File: src/sv/urg_pkg.sv
`default_nettype none

package urg_pkg;

    // field widths
    localparam int STATE_W     = 64;
    localparam int VERTEX_W    = 32;
    localparam int CFG_INDEX_W = 2;
    localparam int CFG_DATA_W  = 64;
    localparam int HALF_W      = STATE_W / 2;

    // configuration register indexes
    localparam logic [CFG_INDEX_W-1:0] CFG_VERTEX_COUNT = 2'd0;
    localparam logic [CFG_INDEX_W-1:0] CFG_SEED         = 2'd1;

    // reset values
    localparam logic [VERTEX_W-1:0] VCOUNT_RESET = 32'd1024;
    localparam logic [STATE_W-1:0]  SEED_RESET   = 64'd1;

    // splitmix64 constants
    localparam logic [STATE_W-1:0] SM_GAMMA = 64'h9E37_79B9_7F4A_7C15;
    localparam logic [STATE_W-1:0] SM_MUL1  = 64'hBF58_476D_1CE4_E5B9;
    localparam logic [STATE_W-1:0] SM_MUL2  = 64'h94D0_49BB_1331_11EB;
    localparam int SM_SH1 = 30;
    localparam int SM_SH2 = 27;
    localparam int SM_SH3 = 31;

    // multiply partial products and remainder steps
    localparam int PART_W    = 2;
    localparam logic [PART_W-1:0] PART_LO_LO = 2'd0;
    localparam logic [PART_W-1:0] PART_LO_HI = 2'd1;
    localparam logic [PART_W-1:0] PART_LAST  = 2'd2;
    localparam int MOD_STEPS = STATE_W;
    localparam int STEP_W    = $clog2(MOD_STEPS);

    typedef enum logic [3:0] {
        ST_IDLE,
        ST_ADVANCE,
        ST_MIX1,
        ST_MUL1,
        ST_MIX2,
        ST_MUL2,
        ST_FINAL,
        ST_MOD,
        ST_SAVE,
        ST_DONE
    } fsm_state_t;

    typedef enum logic [3:0] {
        DP_NOP,
        DP_START,
        DP_ADVANCE,
        DP_MIX1,
        DP_MUL1,
        DP_MIX2,
        DP_MUL2,
        DP_FINAL,
        DP_MOD_STEP,
        DP_SAVE_SRC,
        DP_SAVE_DST,
        DP_LOAD_OUT
    } dp_op_t;

    typedef struct packed {
        dp_op_t              op;
        logic [PART_W-1:0]   part;
    } dp_cmd_t;

endpackage

`default_nettype wire

File: src/sv/urg_req_if.sv
`default_nettype none

interface urg_req_if;
    logic valid;
    logic ready;
    logic last_request;

    modport source (output valid, input ready, output last_request);
    modport sink   (input valid, output ready, input last_request);
endinterface

`default_nettype wire

File: src/sv/urg_res_if.sv
`default_nettype none

interface urg_res_if;
    logic                          valid;
    logic                          ready;
    logic [urg_pkg::VERTEX_W-1:0]  source_vertex;
    logic [urg_pkg::VERTEX_W-1:0]  dest_vertex;
    logic                          edge_valid;
    logic                          batch_done;
    logic [urg_pkg::STATE_W-1:0]   state_after;

    modport source (output valid, input ready, output source_vertex, output dest_vertex,
                    output edge_valid, output batch_done, output state_after);
    modport sink   (input valid, output ready, input source_vertex, input dest_vertex,
                    input edge_valid, input batch_done, input state_after);
endinterface

`default_nettype wire

File: src/sv/urg_ctrl.sv
`default_nettype none

module urg_ctrl (
    input  wire logic              clk,
    input  wire logic              rst_n,
    input  wire logic              in_valid,
    output logic                   in_ready,
    output logic                   out_valid,
    input  wire logic              out_ready,
    output urg_pkg::dp_cmd_t       cmd
);
    import urg_pkg::*;

    fsm_state_t         state_reg, state_next;
    logic [STEP_W-1:0]  cnt_reg, cnt_next;
    logic               second_reg, second_next;
    logic               out_valid_reg, out_valid_next;

    // state and counters
    always_ff @(posedge clk or negedge rst_n)
    begin
        if (!rst_n)
        begin
            state_reg     <= ST_IDLE;
            cnt_reg       <= '0;
            second_reg    <= 1'b0;
            out_valid_reg <= 1'b0;
        end
        else
        begin
            state_reg     <= state_next;
            cnt_reg       <= cnt_next;
            second_reg    <= second_next;
            out_valid_reg <= out_valid_next;
        end
    end

    // next state and datapath commands
    always_comb
    begin
        state_next     = state_reg;
        cnt_next       = cnt_reg;
        second_next    = second_reg;
        out_valid_next = out_valid_reg && !out_ready;
        cmd.op         = DP_NOP;
        cmd.part       = cnt_reg[PART_W-1:0];
        in_ready       = (state_reg == ST_IDLE);

        case (state_reg)
            ST_IDLE:
            begin
                if (in_valid)
                begin
                    cmd.op      = DP_START;
                    second_next = 1'b0;
                    state_next  = ST_MIX1;
                end
            end
            ST_ADVANCE:
            begin
                cmd.op      = DP_ADVANCE;
                second_next = 1'b1;
                state_next  = ST_MIX1;
            end
            ST_MIX1:
            begin
                cmd.op     = DP_MIX1;
                cnt_next   = '0;
                state_next = ST_MUL1;
            end
            ST_MUL1:
            begin
                cmd.op = DP_MUL1;
                if (cnt_reg[PART_W-1:0] == PART_LAST)
                begin
                    cnt_next   = '0;
                    state_next = ST_MIX2;
                end
                else
                begin
                    cnt_next = cnt_reg + 1'b1;
                end
            end
            ST_MIX2:
            begin
                cmd.op     = DP_MIX2;
                cnt_next   = '0;
                state_next = ST_MUL2;
            end
            ST_MUL2:
            begin
                cmd.op = DP_MUL2;
                if (cnt_reg[PART_W-1:0] == PART_LAST)
                begin
                    cnt_next   = '0;
                    state_next = ST_FINAL;
                end
                else
                begin
                    cnt_next = cnt_reg + 1'b1;
                end
            end
            ST_FINAL:
            begin
                cmd.op     = DP_FINAL;
                cnt_next   = '0;
                state_next = ST_MOD;
            end
            ST_MOD:
            begin
                cmd.op = DP_MOD_STEP;
                if (cnt_reg == STEP_W'(MOD_STEPS - 1))
                begin
                    cnt_next   = '0;
                    state_next = ST_SAVE;
                end
                else
                begin
                    cnt_next = cnt_reg + 1'b1;
                end
            end
            ST_SAVE:
            begin
                if (second_reg)
                begin
                    cmd.op     = DP_SAVE_DST;
                    state_next = ST_DONE;
                end
                else
                begin
                    cmd.op     = DP_SAVE_SRC;
                    state_next = ST_ADVANCE;
                end
            end
            ST_DONE:
            begin
                // wait for the output register to be free
                if (!out_valid_reg || out_ready)
                begin
                    cmd.op         = DP_LOAD_OUT;
                    out_valid_next = 1'b1;
                    state_next     = ST_IDLE;
                end
            end
            default:
            begin
                state_next = ST_IDLE;
            end
        endcase
    end

    assign out_valid = out_valid_reg;

endmodule

`default_nettype wire

File: src/sv/urg_dp.sv
`default_nettype none

module urg_dp (
    input  wire logic                            clk,
    input  wire logic                            rst_n,
    input  wire urg_pkg::dp_cmd_t                cmd,
    input  wire logic                            cfg_we,
    input  wire logic [urg_pkg::CFG_INDEX_W-1:0] cfg_index,
    input  wire logic [urg_pkg::CFG_DATA_W-1:0]  cfg_data,
    input  wire logic                            last_request,
    output logic [urg_pkg::VERTEX_W-1:0]         source_vertex,
    output logic [urg_pkg::VERTEX_W-1:0]         dest_vertex,
    output logic                                 edge_valid,
    output logic                                 batch_done,
    output logic [urg_pkg::STATE_W-1:0]          state_after
);
    import urg_pkg::*;

    // configuration and generator state
    logic [VERTEX_W-1:0] vcount_reg, vcount_next;
    logic [STATE_W-1:0]  gen_state_reg, gen_state_next;

    // working registers
    logic [STATE_W-1:0]  z_reg, z_next;
    logic [STATE_W-1:0]  acc_reg, acc_next;
    logic [VERTEX_W-1:0] rem_reg, rem_next;
    logic [VERTEX_W-1:0] src_reg, src_next;
    logic [VERTEX_W-1:0] dst_reg, dst_next;
    logic                last_reg, last_next;

    // output register
    logic [VERTEX_W-1:0] out_src_reg, out_src_next;
    logic [VERTEX_W-1:0] out_dst_reg, out_dst_next;
    logic                out_edge_reg, out_edge_next;
    logic                out_last_reg, out_last_next;
    logic [STATE_W-1:0]  out_state_reg, out_state_next;

    logic [STATE_W-1:0]  state_adv;
    logic [STATE_W-1:0]  mul_const;
    logic [HALF_W-1:0]   mul_a, mul_b;
    logic [STATE_W-1:0]  product;
    logic [STATE_W-1:0]  acc_sum;
    logic [VERTEX_W:0]   trial;
    logic [VERTEX_W-1:0] rem_final;

    assign state_adv = gen_state_reg + SM_GAMMA;

    // shared 32x32 multiplier, one partial product per cycle
    always_comb
    begin
        mul_const = (cmd.op == DP_MUL2) ? SM_MUL2 : SM_MUL1;
        case (cmd.part)
            PART_LO_LO:
            begin
                mul_a = z_reg[HALF_W-1:0];
                mul_b = mul_const[HALF_W-1:0];
            end
            PART_LO_HI:
            begin
                mul_a = z_reg[HALF_W-1:0];
                mul_b = mul_const[STATE_W-1:HALF_W];
            end
            default:
            begin
                mul_a = z_reg[STATE_W-1:HALF_W];
                mul_b = mul_const[HALF_W-1:0];
            end
        endcase
        product = STATE_W'(mul_a) * STATE_W'(mul_b);
        if (cmd.part == PART_LO_LO)
        begin
            acc_sum = product;
        end
        else
        begin
            acc_sum = acc_reg + {product[HALF_W-1:0], {HALF_W{1'b0}}};
        end
    end

    // restoring remainder step, one dividend bit per cycle
    assign trial     = {rem_reg, z_reg[STATE_W-1]};
    assign rem_final = (vcount_reg == '0) ? '0 : rem_reg;

    // next values
    always_comb
    begin
        vcount_next    = vcount_reg;
        gen_state_next = gen_state_reg;
        z_next         = z_reg;
        acc_next       = acc_reg;
        rem_next       = rem_reg;
        src_next       = src_reg;
        dst_next       = dst_reg;
        last_next      = last_reg;
        out_src_next   = out_src_reg;
        out_dst_next   = out_dst_reg;
        out_edge_next  = out_edge_reg;
        out_last_next  = out_last_reg;
        out_state_next = out_state_reg;

        case (cmd.op)
            DP_START:
            begin
                last_next      = last_request;
                gen_state_next = state_adv;
                z_next         = state_adv;
            end
            DP_ADVANCE:
            begin
                gen_state_next = state_adv;
                z_next         = state_adv;
            end
            DP_MIX1:
            begin
                z_next = z_reg ^ (z_reg >> SM_SH1);
            end
            DP_MUL1, DP_MUL2:
            begin
                acc_next = acc_sum;
                if (cmd.part == PART_LAST)
                begin
                    z_next = acc_sum;
                end
            end
            DP_MIX2:
            begin
                z_next = z_reg ^ (z_reg >> SM_SH2);
            end
            DP_FINAL:
            begin
                z_next   = z_reg ^ (z_reg >> SM_SH3);
                rem_next = '0;
            end
            DP_MOD_STEP:
            begin
                z_next = z_reg << 1;
                if (trial >= {1'b0, vcount_reg})
                begin
                    rem_next = VERTEX_W'(trial - {1'b0, vcount_reg});
                end
                else
                begin
                    rem_next = trial[VERTEX_W-1:0];
                end
            end
            DP_SAVE_SRC:
            begin
                src_next = rem_final;
            end
            DP_SAVE_DST:
            begin
                dst_next = rem_final;
            end
            DP_LOAD_OUT:
            begin
                out_src_next   = src_reg;
                out_dst_next   = dst_reg;
                out_edge_next  = (src_reg != dst_reg);
                out_last_next  = last_reg;
                out_state_next = gen_state_reg;
            end
            default:
            begin
            end
        endcase

        // register writes must arrive only while idle; the block does not enforce this
        if (cfg_we)
        begin
            if (cfg_index == CFG_VERTEX_COUNT)
            begin
                vcount_next = cfg_data[VERTEX_W-1:0];
            end
            else if (cfg_index == CFG_SEED)
            begin
                gen_state_next = cfg_data[STATE_W-1:0];
            end
        end
    end

    // configuration and generator state
    always_ff @(posedge clk or negedge rst_n)
    begin
        if (!rst_n)
        begin
            vcount_reg    <= VCOUNT_RESET;
            gen_state_reg <= SEED_RESET;
        end
        else
        begin
            vcount_reg    <= vcount_next;
            gen_state_reg <= gen_state_next;
        end
    end

    // payload registers
    always_ff @(posedge clk)
    begin
        z_reg         <= z_next;
        acc_reg       <= acc_next;
        rem_reg       <= rem_next;
        src_reg       <= src_next;
        dst_reg       <= dst_next;
        last_reg      <= last_next;
        out_src_reg   <= out_src_next;
        out_dst_reg   <= out_dst_next;
        out_edge_reg  <= out_edge_next;
        out_last_reg  <= out_last_next;
        out_state_reg <= out_state_next;
    end

    assign source_vertex = out_src_reg;
    assign dest_vertex   = out_dst_reg;
    assign edge_valid    = out_edge_reg;
    assign batch_done    = out_last_reg;
    assign state_after   = out_state_reg;

endmodule

`default_nettype wire

File: src/sv/uniform_random_edge_generator.sv
`default_nettype none

// Random edge generator on a 64-bit splitmix64 state. Each transfer on req
// draws two outputs, reduces each modulo vertex_count and returns source and
// destination vertex, edge_valid (cleared for a self-loop or a zero vertex
// count), the echoed batch mark and the advanced state. Writing the seed
// register loads the generator state at once. Each draw runs the mixing
// steps through one shared 32x32 multiplier (three partial products per
// 64-bit multiply) and then a one-bit-per-cycle remainder unit over the 64
// bits of the mixed value. After both draws the result moves into the output
// register once that register is free. The next request is taken while a
// finished result still waits on res.
module uniform_random_edge_generator (
    input  wire logic                            clk,
    input  wire logic                            rst_n,
    urg_req_if.sink                              req,
    urg_res_if.source                            res,
    input  wire logic                            cfg_we,
    input  wire logic [urg_pkg::CFG_INDEX_W-1:0] cfg_index,
    input  wire logic [urg_pkg::CFG_DATA_W-1:0]  cfg_data
);
    import urg_pkg::*;

    dp_cmd_t cmd;

    // sequencer
    urg_ctrl u_ctrl (
        .clk       (clk),
        .rst_n     (rst_n),
        .in_valid  (req.valid),
        .in_ready  (req.ready),
        .out_valid (res.valid),
        .out_ready (res.ready),
        .cmd       (cmd)
    );

    // generator, multiplier and remainder unit
    urg_dp u_dp (
        .clk           (clk),
        .rst_n         (rst_n),
        .cmd           (cmd),
        .cfg_we        (cfg_we),
        .cfg_index     (cfg_index),
        .cfg_data      (cfg_data),
        .last_request  (req.last_request),
        .source_vertex (res.source_vertex),
        .dest_vertex   (res.dest_vertex),
        .edge_valid    (res.edge_valid),
        .batch_done    (res.batch_done),
        .state_after   (res.state_after)
    );

`ifndef SYNTH
    // one item at a time
    a_one_in_flight: assert property (@(posedge clk) disable iff (!rst_n)
        (req.valid && req.ready) |=> !req.ready)
        else $error("request taken while an item is in progress");

    // output register never overwritten before its transfer
    a_no_overwrite: assert property (@(posedge clk) disable iff (!rst_n)
        (cmd.op == DP_LOAD_OUT) |-> (!res.valid || res.ready))
        else $error("result overwritten before transfer");

    // self-loop flag follows the vertices
    a_edge_flag: assert property (@(posedge clk) disable iff (!rst_n)
        res.valid |-> (res.edge_valid == (res.source_vertex != res.dest_vertex)))
        else $error("edge_valid does not match vertices");
`endif

endmodule

`default_nettype wire
File: src/flat_wrapper.sv
// flat-port wrapper written by rule: the top's interface ports become plain ports
module uniform_random_edge_generator_flat import urg_pkg::*;
  (clk, rst_n, cfg_we, cfg_index, cfg_data, req_valid, req_ready, req_last_request, res_valid, res_ready, res_source_vertex, res_dest_vertex, res_edge_valid, res_batch_done, res_state_after);
  urg_req_if req_i ();
  urg_res_if res_i ();
  input  wire logic clk;
  input  wire logic rst_n;
  input  wire logic cfg_we;
  input  wire logic [urg_pkg::CFG_INDEX_W-1:0] cfg_index;
  input  wire logic [urg_pkg::CFG_DATA_W-1:0] cfg_data;
  input wire logic [$bits(req_i.valid)-1:0] req_valid;
  output wire logic [$bits(req_i.ready)-1:0] req_ready;
  input wire logic [$bits(req_i.last_request)-1:0] req_last_request;
  output wire logic [$bits(res_i.valid)-1:0] res_valid;
  input wire logic [$bits(res_i.ready)-1:0] res_ready;
  output wire logic [$bits(res_i.source_vertex)-1:0] res_source_vertex;
  output wire logic [$bits(res_i.dest_vertex)-1:0] res_dest_vertex;
  output wire logic [$bits(res_i.edge_valid)-1:0] res_edge_valid;
  output wire logic [$bits(res_i.batch_done)-1:0] res_batch_done;
  output wire logic [$bits(res_i.state_after)-1:0] res_state_after;
  assign req_i.valid = req_valid;
  assign req_ready = req_i.ready;
  assign req_i.last_request = req_last_request;
  assign res_valid = res_i.valid;
  assign res_i.ready = res_ready;
  assign res_source_vertex = res_i.source_vertex;
  assign res_dest_vertex = res_i.dest_vertex;
  assign res_edge_valid = res_i.edge_valid;
  assign res_batch_done = res_i.batch_done;
  assign res_state_after = res_i.state_after;
  uniform_random_edge_generator u_core (.clk(clk), .rst_n(rst_n), .req(req_i), .res(res_i), .cfg_we(cfg_we), .cfg_index(cfg_index), .cfg_data(cfg_data));
endmodule
File: config.mk
export PLATFORM = sky130hd
export DESIGN_NAME = uniform_random_edge_generator_flat
export DESIGN_NICKNAME = d
export VERILOG_FILES = /design/src/sv/urg_pkg.sv /design/src/sv/urg_req_if.sv /design/src/sv/urg_res_if.sv /design/src/sv/urg_ctrl.sv /design/src/sv/urg_dp.sv /design/src/sv/uniform_random_edge_generator.sv /design/src/flat_wrapper.sv
export SDC_FILE = /design/constraint.sdc
export NUM_CORES = 2
export LEC_CHECK = 0
export ABC_AREA = 1
export BUFFER_PORTS_ARGS = -buffer_cell sky130_fd_sc_hd__buf_2
export CAP_MARGIN = 20
export CORE_UTILIZATION = 41
export DETAILED_ROUTE_END_ITERATION = 8
export PLACE_DENSITY = 0.69
export SETUP_SLACK_MARGIN = 0.02
export SYNTH_ARGS = -nofsm -noshare
export SYNTH_HDL_FRONTEND = slang
export SYNTH_SLANG_ARGS = --single-unit
File: constraint.sdc
create_clock -name clk -period 10.2 [get_ports clk]
set_clock_uncertainty 0.2 [all_clocks]
set_input_delay 1.53 -clock clk [delete_from_list [all_inputs] [get_ports clk]]
set_output_delay 1.53 -clock clk [all_outputs]
set_load 0.05 [all_outputs]
Word level (Yosys, flattened, before mapping)
Index checks and enable logic that the tools add are counted.
Widths: inputs -> output; s select.

storage, ports and cells
  input port bits = 72
  output and inout port bits = 132
  register bits after elaboration = 463

operators by class
  reduce and logical (&&, ||, !) cells = 21
  $add $sub $neg = 4
  equal/unequal tests = 31
  multiplexer cells = 31
  multiply operators = 1
  bitwise operators = 3
  magnitude comparators = 1

operators with widths
  cell                    number
  $mux 64                 6
  $pmux 64 s6             1
  $mux 32                 4
  $pmux 4 s10             2
  $add 64x64->64          1
  $add 64x64->64 const B  1
  $mul 32x32->64          1
  $pmux 32 s2             1
  $xor 64x33->64          1
  $xor 64x34->64          1
  $xor 64x37->64          1
  $mux 62                 1
  $ge 33x32->1            1
  $eq 4x3->1 const B      8
  $logic_not 32->1        1
  $ne 32x32->1            1
  $sub 32x32->32          1
  $mux 4                  7
  $eq 4x4->1 const B      6
  $pmux 6 s3              1
  $eq 4x2->1 const B      4
  $mux 6                  2
  $ne 2x2->1 const B      5
  $eq 4x1->1 const B      2
  20 further kinds        32

Longest topological paths before layout
  word-level depth = 12
  depth in mapped cells = 50
  gate-level depth less buffers = 48

Cells and area by module
Synthesis repeated with hierarchy kept, for this count alone.

unflattened totals
  cell total of the unflattened synthesis = 6,762
  area, all modules = 57,418.8 µm²

by module, submodules not included
  module    instances  cells an instance  area each (µm²)
  urg_dp    1          6,637              56,543.0
  urg_ctrl  1          125                875.8

Worst setup path after synthesis
Ideal clock, no wire load.

  kind = register -> register
  from = register u_core.u_ctrl.state_reg[2]
  to = register u_core.u_dp.z_reg[55], data pin
  arrival time = 8,703 ps
  clock period less this slack = 9,171 ps
  cell stages (with the launch flop) = 45
  data required time = 9,732 ps
  setup slack = 1,029 ps
  cells stage by stage = dfrtp_1 inv_1 nor2_1 inv_2 nor2_2 inv_1 clkbuf_1 ha_1 clkbuf_1 nor2_1 inv_1 fa_1 inv_1 fa_1 fa_1 inv_1 fa_1 inv_1 [9 not listed] nand2_1 nor2_1 inv_1 nor2_1 nand2_1 nand2_1 xor2_1 inv_1 ha_1 a21oi_1 o21ai_0 a21oi_1 o21ai_0 or2_0 nand2_1 nand2_1 nand2_1 nand3_1

on the way
  longest elaborated chain between the ends = 10
  elaborated cells between the ends (all ways) = 28
  classes of those cells = add/sub: 1; mul: 1; eq/ne: 17; mux: 6; reduce/logical: 3

ends and longest elaborated chain
  item                                      RTL line        source
  start: declaration                        urg_ctrl.sv:14  fsm_state_t state_reg, state_next;
  start signal: assignment                  urg_ctrl.sv:31  state_reg <= state_next;
  $eq 4x4->1, or another cell as far along  urg_ctrl.sv:49  case (state_reg)
  $pmux 4 s10 *                             urg_ctrl.sv:49
  $eq 4x3->1 *                              urg_dp.sv:51    mul_const = (cmd.op == DP_MUL2) ? SM_MUL2 : SM_MUL1;
  $mux 62 *                                 urg_dp.sv:51
  $mux 32 *                                 urg_dp.sv:52    case (cmd.part)
  $mul 32x32->64 *                          urg_dp.sv:69    product = STATE_W'(mul_a) * STATE_W'(mul_b);
  $add 64x64->64                            urg_dp.sv:76    acc_sum = acc_reg + {product[HALF_W-1:0], {HALF_W{1'b0}}};
  $mux 64 *                                 urg_dp.sv:70    if (cmd.part == PART_LO_LO)
  net u_core.u_dp.acc_sum[55]               urg_dp.sv:42    logic [STATE_W-1:0] acc_sum;
  $mux 64 *                                 urg_dp.sv:120   if (cmd.part == PART_LAST)
  $pmux 64 s6 *                             urg_dp.sv:101   case (cmd.op)
  net u_core.u_dp.z_next[55]                urg_dp.sv:24    logic [STATE_W-1:0] z_reg, z_next;
  end signal: assignment                    urg_dp.sv:199   z_reg <= z_next;
  end: declaration                          urg_dp.sv:24

Mark *: on every way through the listed nets, which the timed path passes. The rest lies on a longest branch. The select of a mux whose other input is x is not followed.
A chain may end at the register's enable or synchronous reset.

Worst setup path in the final report
Same ends and word-level chain as after synthesis.

==> flow_summary.ini <==
[synth]
synth-edff-count = 355
synthDistinctLibCells = 60
synth_area_leader_cell = fa_1
yosysWarnings = 0
ys_top_cells_by_count = inv_1, nand2_1, nor2_1, fa_1, ha_1
synth_top_area_frac = 0.2878
synth-async-reset-ratio = 0.2333
syn_area_sq_um = 57590
synth.most_common_cell = inv_1
synth-main-ff-cell = edfxtp_1
synth_area_leaders = fa_1, edfxtp_1, inv_1
ys_seq_area_frac = 0.2321
syn-mean-instance-area_sq_um = 8.450
yosys_register_bits = 463
netlist_instances = 6815
syn_nets = 8117

[global_route]
grt_pass1_wl_microns = 324600
antenna_found_initial = 4
grt_pass1_vias = 50380
grt_max_degree = 82
grtUsageTotal = 0.3107
overflow = 0

[clock_network]
cts_made_buffers = 47
clk_latency_ns = 0.65
h-tree-depth = 2
root_buffer = clkbuf_16
cts_tree = yes
cts.sinks = 463
clk_pin_slew_ns = 0.07
holdBufCountCts = 0
clock_path_buffers = 3

[floorplanning]
dieArea_sq_um = 142000
core_sq_um = 139400
fp-row-count = 137
chipWidth_microns = 376.8
initial_core_util = 0.4132
die_y_microns = 376.8
io_pins = 204

[sta]
setup_viol = 0
min_period_over_period = 0.9704
clock.fmax_mhz = 101.0
fin_crit_ns = 9.898
maxSlewHeadroom = 0.2948
worstMarginPinSlew_ns = 1.051
slew_violations = 0
holdWs_ns = 0.2505
fin_tns_setup_ns = 0
finalHoldViolations = 0

[cells_and_area]
area_growth_pct = 12.43
layout-drive-gt1-share = 0.1102
n_fill_cell = 13470
final_core_util = 0.4646
final_nets = 8468

[placed_design]
place.gp.congestion = 1.050
port_buffers = 203
dpl.hpwl_microns = 186500

[critical_path]
cp_num_buf_inv = 10
cp-end-kind = flop
critical_path.max_stage_delay_ns = 0.57
cp_common_cell = fa_1
path_delay_family = adder cells
worstPathMaxFanout = 13
start_kind = flop
cp.required_ns = 10.38
crit_arrival_ns = 10.08
worstSetupPathType = flop to flop
crit_slowest_cell = fa_1

[drt]
ant_nets = 0
vias = 49350
drt_iter0_markers = 5787
drc_errors = 0
viasPerCell = 5.434
dr.pass1.iters = 9
wl_microns = 220300
wire_per_inst_microns = 24.25

[hold_path]
min_path_type = flop to flop

[outcome]
outcome = finished clean

[job]
cap_viol_max_count = 0
-- per-stage QoR --
stage / instance area, sq um / instances / setup WS [ns]
final: 64750 / 9082 / 0.3016
after global routing: 64750 / 9082 / -0.03751
after CTS: 64100 / 9065 / 0.05263
after detailed placement: 62390 / 8975 / -0.03721
after global placement: 62350 / 8973 / 0.01764
after floorplan: 57590 / 6815 / 1.029
-- per-layer routing --
| layer | part of all wire | GRT usage |
|---|---|---|
| met1 | 0.39 | 0.4041 |
| met2 | 0.45 | 0.4907 |
| met3 | 0.098 | 0.06354 |
| met4 | 0.062 | 0.1570 |
| met5 | 0.00012 | 0 |
-- worst reg2reg max path, delay by kind of cell, from the launching register on --
| kind | cells | cell delay (ns) |
|---|---|---|
| compound gates | 7 | 1.57 |
| fa+ha+maj | 11 | 4.66 |
| simple gates | 9 | 1.12 |
| buf+inv | 10 | 1.34 |
| flops | 1 | 0.39 |
| xor+xnor | 1 | 0.34 |
-- cell usage in the layout (no fill, tap or decap), types with 13 or more instances in the layout --
cell type,netlist,routed
nand3b_1,17,17
or2_2,13,13
edfxtp_1,355,355
buf_2,52,202
inv_2,18,22
nor4_1,18,17
clkbuf_16,0,48
a21o_1,15,15
o21ai_1,47,72
a21oi_2,29,37
a21oi_1,288,280
nor3_1,42,39
ha_1,402,387
buf_12,0,14
nand3_1,276,275
o22ai_1,22,22
o21ai_0,223,188
o21bai_1,24,24
o21ai_2,5,15
inv_1,1466,1457
nand2_1,1105,1099
nand4_1,43,43
nor2_2,9,51
xor2_1,86,79
nand2_2,10,15
buf_4,2,262
dfrtp_1,106,106
fa_1,828,822
o2111ai_1,14,14
a31oi_1,52,52
nor2_1,927,875
xnor2_1,87,86
-- final timing paths --
| kind | startpoint | endpoint | slack (ns) | cells after the start |
|---|---|---|---|---|
| max in group asynchronous | rst_n | u_core.u_ctrl.cnt_reg[5] | 7.79 | 2 |
| min | u_core.u_dp.src_reg[14] | u_core.u_dp.source_vertex[14] | 0.25 | 0 |
| min reg2reg | u_core.u_dp.src_reg[14] | u_core.u_dp.source_vertex[14] | 0.25 | 0 |
| min in group asynchronous | rst_n | u_core.u_dp.gen_state_reg[31] | 0.67 | 1 |
| max reg2reg | u_core.u_ctrl.state_reg[2] | u_core.u_dp.z_reg[55] | 0.30 | 38 |
| max | u_core.u_ctrl.state_reg[2] | u_core.u_dp.z_reg[55] | 0.30 | 38 |
-- layout make-up --
type	count	area, sq um	area share
clock buffers	52	1195	0.01846
repair buffers	489	3416	0.05276
multi-input cells	4678	38340	0.5921
diodes	1	2.502	0.00003865
clock inverters	36	484.2	0.007479
flip-flops and latches	463	13370	0.2064
well taps	1876	2347	0.03625
inverters	1487	5599	0.08648
-- cells by family (layout without fill, tap and decap cells) --
logic type      after synthesis  after routing  synth area share
compound gates              786            786           0.07826
xor+xnor                    173            173           0.02631
fa+ha+maj                  1230           1230            0.3752
buf+inv                    1674           2064            0.1111
flops                       463            463            0.2321
other cells                   0              1                 0
simple gates               2489           2489            0.1770
-- timing repair --
item	4_1_cts	5_1_grt
resized for setup	0	134
endpoints found under the setup margin	8	32
buffers inserted	2	15
endpoints found under the hold margin	0	0
pin swaps	1	10
gates cloned	0	1
Power is left out: the tool's default activity adds up to more than one toggle a clock period on the data nets, which glitch-free logic cannot reach.
